`src/rtl/rvc_ram.sv`:
```
// generic simple dual-port ram with registered read
module rvc_ram #(
  parameter int Width = 32,
  parameter int Depth = 32
) (
  input  logic                     clk_i,
  input  logic                     we_i,
  input  logic [$clog2(Depth)-1:0] waddr_i,
  input  logic [Width-1:0]         wdata_i,
  input  logic                     re_i,
  input  logic [$clog2(Depth)-1:0] raddr_i,
  output logic [Width-1:0]         rdata_o
);

  logic [Width-1:0] mem_q [Depth];
  logic [Width-1:0] rdata_q;

  always_ff @(posedge clk_i) begin
    if (we_i) begin
      mem_q[waddr_i] <= wdata_i;
    end
    if (re_i) begin
      rdata_q <= mem_q[raddr_i];
    end
  end

  assign rdata_o = rdata_q;

endmodule

```
`config.mk`:
```
export PLATFORM = sky130hd
export DESIGN_NAME = rvc_ram
export DESIGN_NICKNAME = d
export VERILOG_FILES = /design/src/rtl/rvc_ram.sv
export SDC_FILE = /design/constraint.sdc
export NUM_CORES = 1
export LEC_CHECK = 0
export BUFFER_PORTS_ARGS = -buffer_cell sky130_fd_sc_hd__buf_2
export CAP_MARGIN = 0
export CORE_ASPECT_RATIO = 0.6
export CORE_MARGIN = 2
export CORE_UTILIZATION = 60
export DETAILED_ROUTE_END_ITERATION = 16
export GPL_ROUTABILITY_DRIVEN = 0
export PLACE_DENSITY = 0.81
export SYNTH_ARGS = -nofsm -noshare
export SYNTH_HDL_FRONTEND = slang
export SYNTH_SLANG_ARGS = --single-unit
```
`constraint.sdc`:
```
create_clock -name clk_i -period 3.5 [get_ports clk_i]
set_input_delay 0.35 -clock clk_i [delete_from_list [all_inputs] [get_ports clk_i]]
set_output_delay 0.35 -clock clk_i [all_outputs]
set_load 0.05 [all_outputs]
```
; Word-level counts from Yosys, hierarchy flattened
; Memories as Yosys holds them, arrays and structs flattened. A register that Yosys moved wholly into a read port is not among the register bits.
; Cells that the tools add are included.
; Widths: inputs -> output; s select.
[op_classes]
n_mux = 2
[op_table]
columns = op, n
row1 = $mux 1, 2
[word_totals]
inputBits = 45
out_inout_bits = 32
elab_cells = 3
reg_bits = 0
memories = 1
ramBits = 1024
[memory_table]
columns = memory, words, width, rd, rd_clocked_by_memory_dff, wr, line
row1 = mem_q, 32, 32, 1, 1, 1, 15  ; logic [Width-1:0] mem_q [Depth];

; Logic depth before layout (Yosys ltp)
[logic_depth]
depth_word = 2
mapped_depth = 8

; Least setup slack after synthesis
; OpenSTA, ideal clock, no wires.
[synth_path]
path_type = input to register
start = input waddr_i[1]
end = memory mem_q[12][0] (enable)
n_path_buf = 1
arrival_time_ns = 2.363
setup_time_ns = 0.421
required_ns = 3.079
slack_ns = 0.716
stages = 3
path_cell_list = or3b_2 > clkbuf_1 > nor2_1
[synth_lines]
columns = item, line
row1 = "start, declared", 8  ; input logic [$clog2(Depth)-1:0] waddr_i,
row2 = "end, declared", 15
; No word-level cell before the write port.

==> metrics <==
CP Capture Type=flip-flop; Vias/cell=6.62; Min Clock Period, post-route=1930 ps; startpoint types=input port; top-count cell post-synth=edfxtp_1; flop2flop setup slack=1890 ps; Initial Util=60.3%; endpoints failing hold=0; max-slew violations=0; Crit path required time=4000 ps; Cell Int Power=20.1 mW; CTS tree=yes; Final Skew=15.4 ps; die area=70200 um2; Top-Level Pins=77; Worst-Margin Slew=884 ps; synthesized area=40800 um2; status=complete, no violations; HP Class=input port to flip-flop; period utilization=55.1%; prevailing post-synth register cell=edfxtp_1; layout cell share with drive strength beyond 1=13.3%; CP most frequent cell=buf_4; starting DRC count in detailed routing=3323; PwrDens=560 nW/um2; Final nets=2429; layout overhead on the synthesized area=12.0%; Fin Setup TNS=0 ps; post-CTS sizing=0; I/O Buffers=76; peak supply drop=0.484 mV; Core ar.=67700 um2; ANT nets after route=0; FFs w/ async S/R, synth=0%; Post-Syn Area per Cell=18.1 um2; critical path class=input port to flip-flop; hold_buf cts=0; worst hold slack=250 ps; Post-synth EDFFs=1056; f_max=0.518 GHz; Die Ht=206 um; Setup Viol. Count Final=0; critical-path cell list=buf_8 > buf_4 > buf_4 > mux2i_1 > a22o_1 > nor3_1 > a31oi_1 > nand3_1; die span in x=341 um; Cells after Synth=2260; initial antenna violation count=1; clock tree buffer depth=3; CTS Buf Count=86; GRT Util Overall=28.5%; Root Driver=clkbuf_16; max_cap viols=0; reg-to-reg endpoint=rdata_o[22]; R2R cell count=5; Yosys cell types=24; Rel. slew slack=41.1%; ANT cells=0; Post-synth top cells=1056 x edfxtp_1, 512 x mux2i_1, 98 x nand2_1, 98 x nand3_1; combinational share of power=5.8%; final WL=99600 um; DP HPWL=59000 um; top-area cell type share of the netlist area=77.7%; Sink Count=1056; Worst-path clk slew=70 ps; syn_nets=2305; row count=74; Seq/Total Area, Yosys=77.7%; Final Cell Area=45700 um2; hold depth=1; unrepaired setup endpoints after global routing=false; Leak=15.8 nW; first-pass GRT wire length=144000 um; leading area contributor after synthesis=edfxtp_1; DR vias=22200; H-tree depth=3; Core Util, Final=67.5%; cell family contributing the most delay on the critical path=buffers and inverters; drt pass-1 iters=6; Synth warnings=0; #FFs+latches synth=1056; # DRC=0; residual overflow from global routing=0; net switching power=5.43 mW; min-delay src=wdata_i[18]; Buf/Inv on CP=3; ranking of synthesized cells by area=edfxtp_1 78%, mux2i_1 13%, a22oi_1 1.8%, a22o_1 1.4%, nand3_1 1.2%; Flop pwr share=55.4%; WHS Endpoint=mem_q[29][18]; Critical Path AT=2430 ps; critical path's largest stage delay=510 ps; Worst R2R Start=mem_q[0][22]; sw frac=21.2%; Crit Path Max Fanout=35; Post-DP Area=42800 um2; Avg WL per Cell=29.6 um; vias in the first global route=21500; setup bufs post-CTS=0; worst-skew pair later-pin latency=640 ps; largest net degree at the start of global routing=88; Total Power=25.6 mW; proportion of power drawn by the clock network=38.8%; Slowest-stage cell, CP=nor3_1
[layout by cell type, fill, tap and decap left out]
master / instances
buf_2: 75
nand2b_2: 2
a21oi_1: 96
edfxtp_1: 1056
buf_4: 60
clkbuf_16: 89
nor2_4: 33
a22oi_1: 96
nor2b_4: 1
nand3_1: 98
nor2_1: 1
clkinv_2: 12
or3b_2: 3
nand2_2: 1
a22o_1: 64
nor3_1: 32
or3_1: 1
or2_2: 1
and2_4: 1
and2b_4: 1
buf_8: 1
mux2i_1: 512
nand3b_1: 5
bufinv_16: 13
clkinv_1: 17
clkinvlp_4: 5
nand2_1: 97
clkinv_4: 1
a31oi_1: 32
buf_12: 27
clkbuf_1: 15
[power by group through the flow]
stage	Clock (mW)	Combinational, mW	Sequential, mW
finish	9.91	1.49	14.2
global route	10.4	1.55	14.2
CTS	9.95	1.46	14.2
detailed placement	0	1.45	14.4
global placement	0	1.40	14.4
floorplan	0	0.727	14.5
[metal layers]
metal | up-vias | wire length, um | global-route usage [%]
met5 | - | 11 | 0
met4 | 2 | 1950 | 6.40
met3 | 149 | 15400 | 8.16
met2 | 1646 | 43100 | 40.9
met1 | 11200 | 39200 | 43.5
li1 | 9234 | - | -
[cells by family (layout without fill, tap and decap cells)]
group / after synthesis / after routing / share of synthesized area, %
compound gates: 288 / 288 / 4.81
buf+inv: 127 / 315 / 1.85
flops: 1056 / 1056 / 77.7
mux: 512 / 512 / 12.6
simple gates: 277 / 277 / 3.08
[through the flow]
step | std cells | setup slack (ps)
4_1_cts | 3360 | 1600
5_1_grt | 3360 | 1530
2_1_floorplan | 2260 | 716
3_5_place_dp | 3208 | 957
3_3_place_gp | 3208 | 1020
6_report | 3360 | 1570
[worst max-delay path by stage]
stage / cells after the start / end / from
2_1_floorplan: 3 / mem_q[12][0] / waddr_i[1]
3_3_place_gp: 5 / mem_q[13][3] / waddr_i[1]
3_5_place_dp: 7 / rdata_o[15] / raddr_i[0]
4_1_cts: 7 / rdata_o[15] / raddr_i[0]
5_1_grt: 8 / rdata_o[7] / raddr_i[0]
6_report: 8 / rdata_o[7] / raddr_i[0]
[cell type report]
cell class	instances	area, um2
clock buffers	104	2280
clock inverters	48	561
fillers	4138	22000
multi-input cells	1077	8610
flip-flops and latches	1056	31700
well taps	912	1140
repair buffers	163	1380
[sequential cells by signal, indices dropped and copies added, names as in the netlist]
name     flops
rdata_o     32
mem_q     1024
Power figures use the tool's default switching activity.
